[config.mk]
export PLATFORM = sky130hd
export DESIGN_NAME = format_directive_printer_unit
export DESIGN_NICKNAME = d
export VERILOG_FILES = /design/src/hdl/fdp_pkg.sv /design/src/hdl/fdp_dabble.sv /design/src/hdl/format_directive_printer_unit.sv
export SDC_FILE = /design/constraint.sdc
export NUM_CORES = 1
export LEC_CHECK = 0
export ABC_AREA = 1
export BUFFER_PORTS_ARGS = -buffer_cell sky130_fd_sc_hd__buf_2
export CAP_MARGIN = 20
export CORE_UTILIZATION = 55
export CTS_BUF_LIST = sky130_fd_sc_hd__clkbuf_8
export CTS_CLUSTER_SIZE = 14
export DETAILED_ROUTE_END_ITERATION = 10
export GPL_TIMING_DRIVEN = 0
export PLACE_DENSITY = 0.74
export SETUP_SLACK_MARGIN = 0.02
export SLEW_MARGIN = 10
export SYNTH_ARGS = -nofsm -noshare
export SYNTH_HDL_FRONTEND = slang
export SYNTH_SLANG_ARGS = --single-unit
[constraint.sdc]
create_clock -name clk_i -period 6.85 [get_ports clk_i]
set_clock_uncertainty 0.2 [all_clocks]
set_input_delay 0.685 -clock clk_i [delete_from_list [all_inputs] [get_ports clk_i]]
set_output_delay 0.685 -clock clk_i [all_outputs]
set_load 0.02 [all_outputs]
[src/hdl/fdp_pkg.sv]
// Shared codes, character constants, sequencer states and digit helper for the format printer.
`timescale 1ns / 1ps

package fdp_pkg;

  localparam logic [2:0] ST_CHAR     = 3'd0;
  localparam logic [2:0] ST_END      = 3'd1;
  localparam logic [2:0] ST_UNKNOWN  = 3'd2;
  localparam logic [2:0] ST_NULL_PCT = 3'd3;
  localparam logic [2:0] ST_STRING   = 3'd4;

  localparam logic [7:0] CH_NUL   = 8'h00;
  localparam logic [7:0] CH_PCT   = 8'h25;
  localparam logic [7:0] CH_MINUS = 8'h2D;
  localparam logic [7:0] CH_ZERO  = 8'h30;
  localparam logic [7:0] CH_A     = 8'h61;
  localparam logic [7:0] CH_C     = 8'h63;
  localparam logic [7:0] CH_D     = 8'h64;
  localparam logic [7:0] CH_S     = 8'h73;
  localparam logic [7:0] CH_X     = 8'h78;

  typedef enum logic [6:0] {
    S_IDLE  = 7'b0000001,
    S_ONE   = 7'b0000010,
    S_MINUS = 7'b0000100,
    S_CONV  = 7'b0001000,
    S_HEX0  = 7'b0010000,
    S_HEXX  = 7'b0100000,
    S_DIG   = 7'b1000000
  } state_e;

  function automatic logic [7:0] digit_char(logic [3:0] nib);
    logic [7:0] ch;
    if (nib >= 4'hA) begin
      ch = CH_A + {4'h0, nib} - 8'd10;
    end else begin
      ch = CH_ZERO + {4'h0, nib};
    end
    return ch;
  endfunction

endpackage

[src/hdl/fdp_dabble.sv]
// Bit-serial binary to BCD converter: one shift-and-adjust step per cycle.
`timescale 1ns / 1ps

module fdp_dabble #(
  parameter int ARG_WIDTH = 32,
  parameter int DIGITS    = 10
) (
  input  logic                   clk_i,
  input  logic                   rst_ni,
  input  logic                   start_i,
  input  logic [ARG_WIDTH-1:0]   mag_i,
  output logic                   done_o,
  output logic [DIGITS*4-1:0]    bcd_o
);

  localparam int CW = $clog2(ARG_WIDTH + 1);
  localparam int BW = DIGITS * 4;

  logic [CW-1:0]        cnt_q;
  logic [ARG_WIDTH-1:0] bin_q;
  logic [BW-1:0]        bcd_q;
  logic [BW-1:0]        bcd_adj;

  always_comb begin
    for (int i = 0; i < DIGITS; i++) begin
      if (bcd_q[i*4 +: 4] >= 4'd5) begin
        bcd_adj[i*4 +: 4] = bcd_q[i*4 +: 4] + 4'd3;
      end else begin
        bcd_adj[i*4 +: 4] = bcd_q[i*4 +: 4];
      end
    end
  end

  always_ff @(posedge clk_i or negedge rst_ni) begin
    if (!rst_ni) begin
      cnt_q <= '0;
    end else if (start_i) begin
      cnt_q <= CW'(ARG_WIDTH);
    end else if (cnt_q != '0) begin
      cnt_q <= cnt_q - CW'(1);
    end
  end

  always_ff @(posedge clk_i) begin
    if (start_i) begin
      bin_q <= mag_i;
      bcd_q <= '0;
    end else if (cnt_q != '0) begin
      bcd_q <= {bcd_adj[BW-2:0], bin_q[ARG_WIDTH-1]};
      bin_q <= {bin_q[ARG_WIDTH-2:0], 1'b0};
    end
  end

  assign done_o = (cnt_q == '0);
  assign bcd_o  = bcd_q;

endmodule

[src/hdl/format_directive_printer_unit.sv]
// Top level of the format directive printer: input decode, sequencer, digit emitter, output register.
// A plain byte, '%%', '%c' or an error is accepted into S_ONE and loaded into the output register from there.
// '%d': serial BCD conversion starts at accept (a minus sign goes out meanwhile), then leading zero
// digits are skipped and one character goes out per digit; '%x': "0x", then the nibbles, leading zeros skipped.
// Throughput: one item at a time; input is ready again once its last result is registered.
// Reset clears the pending-percent flag, the sequencer and the output valid flag.
`timescale 1ns / 1ps

module format_directive_printer_unit #(
  parameter int ARG_WIDTH = 32
) (
  input  logic        clk_i,
  input  logic        rst_ni,
  input  logic        s_axis_tvalid_i,
  output logic        s_axis_tready_o,
  input  logic [39:0] s_axis_tdata_i,   // fmt_char [7:0], arg_value [39:8]
  output logic        m_axis_tvalid_o,
  input  logic        m_axis_tready_i,
  output logic [7:0]  m_axis_tdata_o,   // out_char [7:0]
  output logic [2:0]  m_axis_tuser_o,   // status [2:0]
  output logic        m_axis_tlast_o
);

  import fdp_pkg::*;

  localparam int DEC_DIGITS = (ARG_WIDTH * 30103) / 100000 + 1;
  localparam int HEX_DIGITS = (ARG_WIDTH + 3) / 4;
  localparam int NDIG       = (DEC_DIGITS > HEX_DIGITS) ? DEC_DIGITS : HEX_DIGITS;
  localparam int DGW        = NDIG * 4;
  localparam int HXW        = HEX_DIGITS * 4;
  localparam int DCW        = DEC_DIGITS * 4;
  localparam int CNTW       = $clog2(NDIG + 1);

  logic [7:0]           fmt_char;
  logic [31:0]          arg_in;
  logic [ARG_WIDTH-1:0] arg_ext;
  logic [ARG_WIDTH-1:0] mag;
  logic                 neg;
  logic                 acc;
  logic                 out_free;

  state_e               state_q, state_d;
  logic                 pend_q, pend_d;
  logic [DGW-1:0]       dig_q, dig_d;
  logic [CNTW-1:0]      cnt_q, cnt_d;
  logic                 started_q, started_d;
  logic [7:0]           one_char_q, one_char_d;
  logic [2:0]           one_stat_q, one_stat_d;

  logic                 load_out;
  logic [7:0]           o_char;
  logic [2:0]           o_stat;
  logic                 o_last;
  logic                 m_valid_q;
  logic [3:0]           nib;

  logic                 conv_start;
  logic                 conv_done;
  logic [DCW-1:0]       bcd;

  assign fmt_char = s_axis_tdata_i[7:0];
  assign arg_in   = s_axis_tdata_i[39:8];

  generate
    if (ARG_WIDTH <= 32) begin : g_narrow
      assign arg_ext = arg_in[ARG_WIDTH-1:0];
    end else begin : g_wide
      assign arg_ext = {{(ARG_WIDTH-32){1'b0}}, arg_in};
    end
  endgenerate

  assign neg        = arg_ext[ARG_WIDTH-1];
  assign mag        = neg ? (~arg_ext + ARG_WIDTH'(1)) : arg_ext;
  assign acc        = s_axis_tvalid_i && s_axis_tready_o;
  assign out_free   = !m_valid_q || m_axis_tready_i;
  assign conv_start = acc && pend_q && (fmt_char == CH_D);
  assign nib        = dig_q[DGW-1 -: 4];

  fdp_dabble #(
    .ARG_WIDTH (ARG_WIDTH),
    .DIGITS    (DEC_DIGITS)
  ) u_dabble (
    .clk_i   (clk_i),
    .rst_ni  (rst_ni),
    .start_i (conv_start),
    .mag_i   (mag),
    .done_o  (conv_done),
    .bcd_o   (bcd)
  );

  always_comb begin
    state_d    = state_q;
    pend_d     = pend_q;
    dig_d      = dig_q;
    cnt_d      = cnt_q;
    started_d  = started_q;
    one_char_d = one_char_q;
    one_stat_d = one_stat_q;
    load_out   = 1'b0;
    o_char     = CH_NUL;
    o_stat     = ST_CHAR;
    o_last     = 1'b0;
    unique case (state_q)
      S_IDLE: begin
        if (acc) begin
          started_d  = 1'b0;
          one_char_d = CH_NUL;
          one_stat_d = ST_CHAR;
          if (pend_q) begin
            pend_d = 1'b0;
            unique case (fmt_char)
              CH_PCT: begin
                one_char_d = CH_PCT;
                state_d    = S_ONE;
              end
              CH_C: begin
                one_char_d = arg_in[7:0];
                state_d    = S_ONE;
              end
              CH_D: begin
                state_d = neg ? S_MINUS : S_CONV;
              end
              CH_X: begin
                dig_d   = DGW'(HXW'(arg_ext)) << (DGW - HXW);
                cnt_d   = CNTW'(HEX_DIGITS);
                state_d = S_HEX0;
              end
              CH_NUL: begin
                one_stat_d = ST_NULL_PCT;
                state_d    = S_ONE;
              end
              CH_S: begin
                one_stat_d = ST_STRING;
                state_d    = S_ONE;
              end
              default: begin
                one_stat_d = ST_UNKNOWN;
                state_d    = S_ONE;
              end
            endcase
          end else if (fmt_char == CH_PCT) begin
            pend_d = 1'b1;
          end else if (fmt_char == CH_NUL) begin
            one_stat_d = ST_END;
            state_d    = S_ONE;
          end else begin
            one_char_d = fmt_char;
            state_d    = S_ONE;
          end
        end
      end
      S_ONE: begin
        if (out_free) begin
          load_out = 1'b1;
          o_char   = one_char_q;
          o_stat   = one_stat_q;
          o_last   = 1'b1;
          state_d  = S_IDLE;
        end
      end
      S_MINUS: begin
        if (out_free) begin
          load_out = 1'b1;
          o_char   = CH_MINUS;
          state_d  = S_CONV;
        end
      end
      S_CONV: begin
        if (conv_done) begin
          dig_d   = DGW'(bcd) << (DGW - DCW);
          cnt_d   = CNTW'(DEC_DIGITS);
          state_d = S_DIG;
        end
      end
      S_HEX0: begin
        if (out_free) begin
          load_out = 1'b1;
          o_char   = CH_ZERO;
          state_d  = S_HEXX;
        end
      end
      S_HEXX: begin
        if (out_free) begin
          load_out = 1'b1;
          o_char   = CH_X;
          state_d  = S_DIG;
        end
      end
      S_DIG: begin
        if (nib == 4'h0 && !started_q && cnt_q != CNTW'(1)) begin
          dig_d = dig_q << 4;
          cnt_d = cnt_q - CNTW'(1);
        end else if (out_free) begin
          load_out  = 1'b1;
          o_char    = digit_char(nib);
          o_last    = (cnt_q == CNTW'(1));
          started_d = 1'b1;
          dig_d     = dig_q << 4;
          cnt_d     = cnt_q - CNTW'(1);
          if (cnt_q == CNTW'(1)) begin
            state_d = S_IDLE;
          end
        end
      end
      default: begin
        state_d = S_IDLE;
      end
    endcase
  end

  always_ff @(posedge clk_i or negedge rst_ni) begin
    if (!rst_ni) begin
      state_q   <= S_IDLE;
      pend_q    <= 1'b0;
      started_q <= 1'b0;
      cnt_q     <= '0;
      m_valid_q <= 1'b0;
    end else begin
      state_q   <= state_d;
      pend_q    <= pend_d;
      started_q <= started_d;
      cnt_q     <= cnt_d;
      if (load_out) begin
        m_valid_q <= 1'b1;
      end else if (m_axis_tready_i) begin
        m_valid_q <= 1'b0;
      end
    end
  end

  always_ff @(posedge clk_i) begin
    dig_q      <= dig_d;
    one_char_q <= one_char_d;
    one_stat_q <= one_stat_d;
    if (load_out) begin
      m_axis_tdata_o <= o_char;
      m_axis_tuser_o <= o_stat;
      m_axis_tlast_o <= o_last;
    end
  end

  assign s_axis_tready_o = (state_q == S_IDLE);
  assign m_axis_tvalid_o = m_valid_q;

  a_lone_pct_arms: assert property (@(posedge clk_i) disable iff (!rst_ni)
    (acc && !pend_q && fmt_char == CH_PCT) |=> (pend_q && state_q == S_IDLE))
    else $error("lone percent did not arm the pending flag");

  a_error_no_char: assert property (@(posedge clk_i) disable iff (!rst_ni)
    (m_axis_tvalid_o && m_axis_tuser_o != ST_CHAR) |-> (m_axis_tdata_o == CH_NUL && m_axis_tlast_o))
    else $error("status result carries a character or is not last");

  a_dig_count: assert property (@(posedge clk_i) disable iff (!rst_ni)
    (state_q == S_DIG) |-> (cnt_q != '0))
    else $error("digit emitter ran out of digits");

  a_conv_pending: assert property (@(posedge clk_i) disable iff (!rst_ni)
    conv_start |=> (!pend_q && (state_q == S_CONV || state_q == S_MINUS)))
    else $error("decimal directive did not enter conversion");

endmodule

==> key figures <==
STA
  – Tmin final: 2770 ps
  – Max Clk Rate: 362 MHz
  – RSZ-0062 raised after global routing: false
  – Hold WS: 270 ps
  – Setup TNS: 0 ps
  – Tcrit/Tclk final: 40.4%
  – Final setup violation count: 0
  – Final WS setup: 4080 ps
  – Max-slew headroom: 50.4%
  – Fin. max-slew vios: 0
  – Final hold viol count: 0
  – Slew at the pin closest to its max-slew limit: 743 ps

Placed design
  – Dpl cells: 1346
  – Place WS: 3800 ps
  – IO buf count: 56
  – Post-DP HPWL: 17.4 mm
  – RePlAce Congestion: 0.944

Yosys
  – Yosys cell types: 43
  – Mapped Cells: 1076
  – Yosys top cell by area: edfxtp_1
  – Mapped Avg Cell Area: 8.15 sq um
  – Post-synth EDFFs: 95
  – Synth warn: 0
  – Seq/Total Area, Yosys: 47.4%
  – Synth Cell Area: 8770 sq um
  – Area contributors post-synth: edfxtp_1 33%, nand2_1 12%, dfxtp_1 9.1%
  – Synth Net Count: 1148
  – Share of the synthesized area in the top cell type: 32.5%
  – Top FF cell, synth: edfxtp_1
  – #FFs+latches synth: 155
  – Asr flop ratio synth: 12.9%

GRT
  – Total GRT Usage: 30.5%
  – GRT Max-Usage Layer: met2
  – Largest net degree at the start of global routing: 33
  – Met1 Usage GRT: 42.7%
  – Met3 Track Usage GR: 5.22%
  – Initial antenna violation count: 1
  – Vias in the first global route: 6981
  – Met2 usage in global routing: 46.8%
  – Overflow after GRT: 0
  – Global-route wire length before repair: 37.2 mm

Power and ir drop
  – Int Pwr: 0.00215 W
  – Psw: 0.00129 W
  – Clk pwr share: 22.3%
  – Logic pwr share: 34.9%
  – Pleak: 4.41 nW
  – Switching share of power: 37.5%
  – PD cells: 351 nW/um^2
  – Sequential share of power: 42.8%
  – Peak VDD IR: 270 uV
  – Power, Total: 0.00344 W

Min path
  – Min-Delay Path Class: reg2reg

Critical path
  – CP bufs+invs: 3
  – CP required: 6840 ps
  – Crit path DAT: 2760 ps
  – Crit path max-delay family: buffers and inverters
  – Type of origin of the critical path: register
  – Cell Chain, Critical Path: inv_1, ha_1, nand3_2, nand3_1, nand2_1, a31oi_2, nand2_2, inv_2, buf_16
  – Crit path largest cell delay: 400 ps
  – Crit path capture type: register
  – Crit Path Class: reg2reg
  – Largest fanout on the critical path: 21
  – Critical path's slowest cell: dfrtp_1

Clocking
  – H-tree levels: 4
  – TritonCTS clock tree: done
  – Root Driver: clkbuf_8
  – Worst-Skew Late Latency: 490 ps
  – Num CTS Buffers: 17
  – Post-CTS sizing: 0
  – Clock tree sinks: 155
  – Clock buffer depth: 2
  – Reg clk slew, reported paths: 90 ps

Route
  – Drt first pass iters: 6
  – Detailed Route WL: 23.7 mm
  – DRC: 0
  – Vias/cell: 5.62
  – First-iteration detailed-routing DRC count: 847
  – Post-route ant nets: 0
  – DR vias: 7745
  – Routed len/inst: 17.2 um

Floorplanning
  – Die ar.: 16500 sq um
  – I/O pin count: 58
  – Core area: 15400 sq um
  – Rows: 45
  – Die W: 128 um
  – Die Y: 128 um
  – Initial cell density of the core: 57.1%

Finish
  – Multi-input gate area: 3940 sq um
  – Commonest non-fill, non-tap cell in the layout: nand2_1
  – Layout cells sized above 1: 12.8%
  – Reg area: 4160 sq um
  – NumNets Final: 1227
  – Most frequent cells in the layout: 275 x nand2_1, 127 x inv_1, 95 x edfxtp_1
  – Final non-filler cell total: 1379
  – Fillers: 1367
  – Layout area overhead: 11.9%
  – Diodes inserted: 0

Run status
  – Run status: finished, final reports clean

Flow run
  – Max-capacitance violation count: 0
[synthesized netlist by cell type, types with 15 or more instances]
library cell,number
nand3_1,83
xor2_1,25
nand2_1,276
ha_1,28
a21oi_1,47
nor2_1,86
inv_1,127
o211ai_1,33
dfxtp_1,40
dfrtp_1,19
o21ai_0,80
clkbuf_1,15
edfxtp_1,95
[flip-flops by register name (all words and copies together) (netlist names)]
register	flops
u_dabble.bcd_o	40
m_axis_tlast_o	1
u_dabble.bin_q	32
m_axis_tdata_o	8
cnt_q	4
one_stat_q	3
state_q	7
m_axis_tuser_o	3
pend_q	1
m_axis_tvalid_o	1
dig_q	40
started_q	1
one_char_q	8
u_dabble.cnt_q	6
[final timing paths]
path	from	endpoint	slack [ps]	cells after the start
max	u_dabble.cnt_q[0]$_DFFE_PN0P_	dig_q[2]$_DFFE_PP_	4080	9
min	u_dabble.bcd_o[39]$_SDFFE_PP0P_	u_dabble.bcd_o[39]$_SDFFE_PP0P_	270	2
max reg2reg	u_dabble.cnt_q[0]$_DFFE_PN0P_	dig_q[2]$_DFFE_PP_	4080	9
min reg2reg	u_dabble.bcd_o[39]$_SDFFE_PP0P_	u_dabble.bcd_o[39]$_SDFFE_PP0P_	270	2
max in group asynchronous	rst_ni	state_q[0]$_DFFE_PN1P_	5600	2
min in group asynchronous	rst_ni	u_dabble.cnt_q[1]$_DFFE_PN0P_	490	2
[timing repair]
action,4_1_cts,5_1_grt
buffers inserted,0,0
hold buffers,1,0
hold endpoints to repair,19,0
[routing by layer]
layer  vias up  share of wire, %
met1      3570                45
met2       348                45
met5         -             0.042
li1       3766                 -
met3        59               7.8
met4         2               2.4
[kinds of logic after synthesis]
family,synth area share [%]
AND/OR/NAND/NOR,23.8
AO/OA/AOI/OAI,14.2
flip-flops,47.4
adder cells (fa/ha/maj),3.99
buffers and inverters,7.78
XOR/XNOR,2.90
[worst register-to-register path, cell delays in order, from the launching register on]
cell,delay (ps)
dfrtp_1,400
inv_1,150
ha_1,190
nand3_2,170
nand3_1,170
nand2_1,80
a31oi_2,320
nand2_2,150
inv_2,400
buf_16,230
[through the flow]
stage          instance area [sq um]  util (%)
4_1_cts                         9810      63.9
2_1_floorplan                   8770         -
3_3_place_gp                    9310      60.6
6_report                        9810      63.9
5_1_grt                         9810      63.9
3_5_place_dp                    9370      61.0
[power by group through the flow]
stage | combinational [W] | clock, W | sequential [W]
global route | 0.00138 | 0.000807 | 0.00151
detailed placement | 0.00118 | 0 | 0.00149
CTS | 0.00119 | 0.000772 | 0.00147
floorplan | 0.000877 | 0 | 0.00148
global placement | 0.00114 | 0 | 0.00149
finish | 0.00120 | 0.000768 | 0.00147
[layout make-up]
| cell class | count | area share (%) |
|---|---|---|
| repair buffers | 60 | 3.52 |
| multi-input cells | 753 | 40.1 |
| clock buffers | 17 | 2.38 |
| inverters | 132 | 5.05 |
| plain buffers | 36 | 1.90 |
| flip-flops and latches | 155 | 42.3 |
| clock inverters | 15 | 2.03 |
| well taps | 211 | 2.69 |
(Power assumes the default switching activity.)
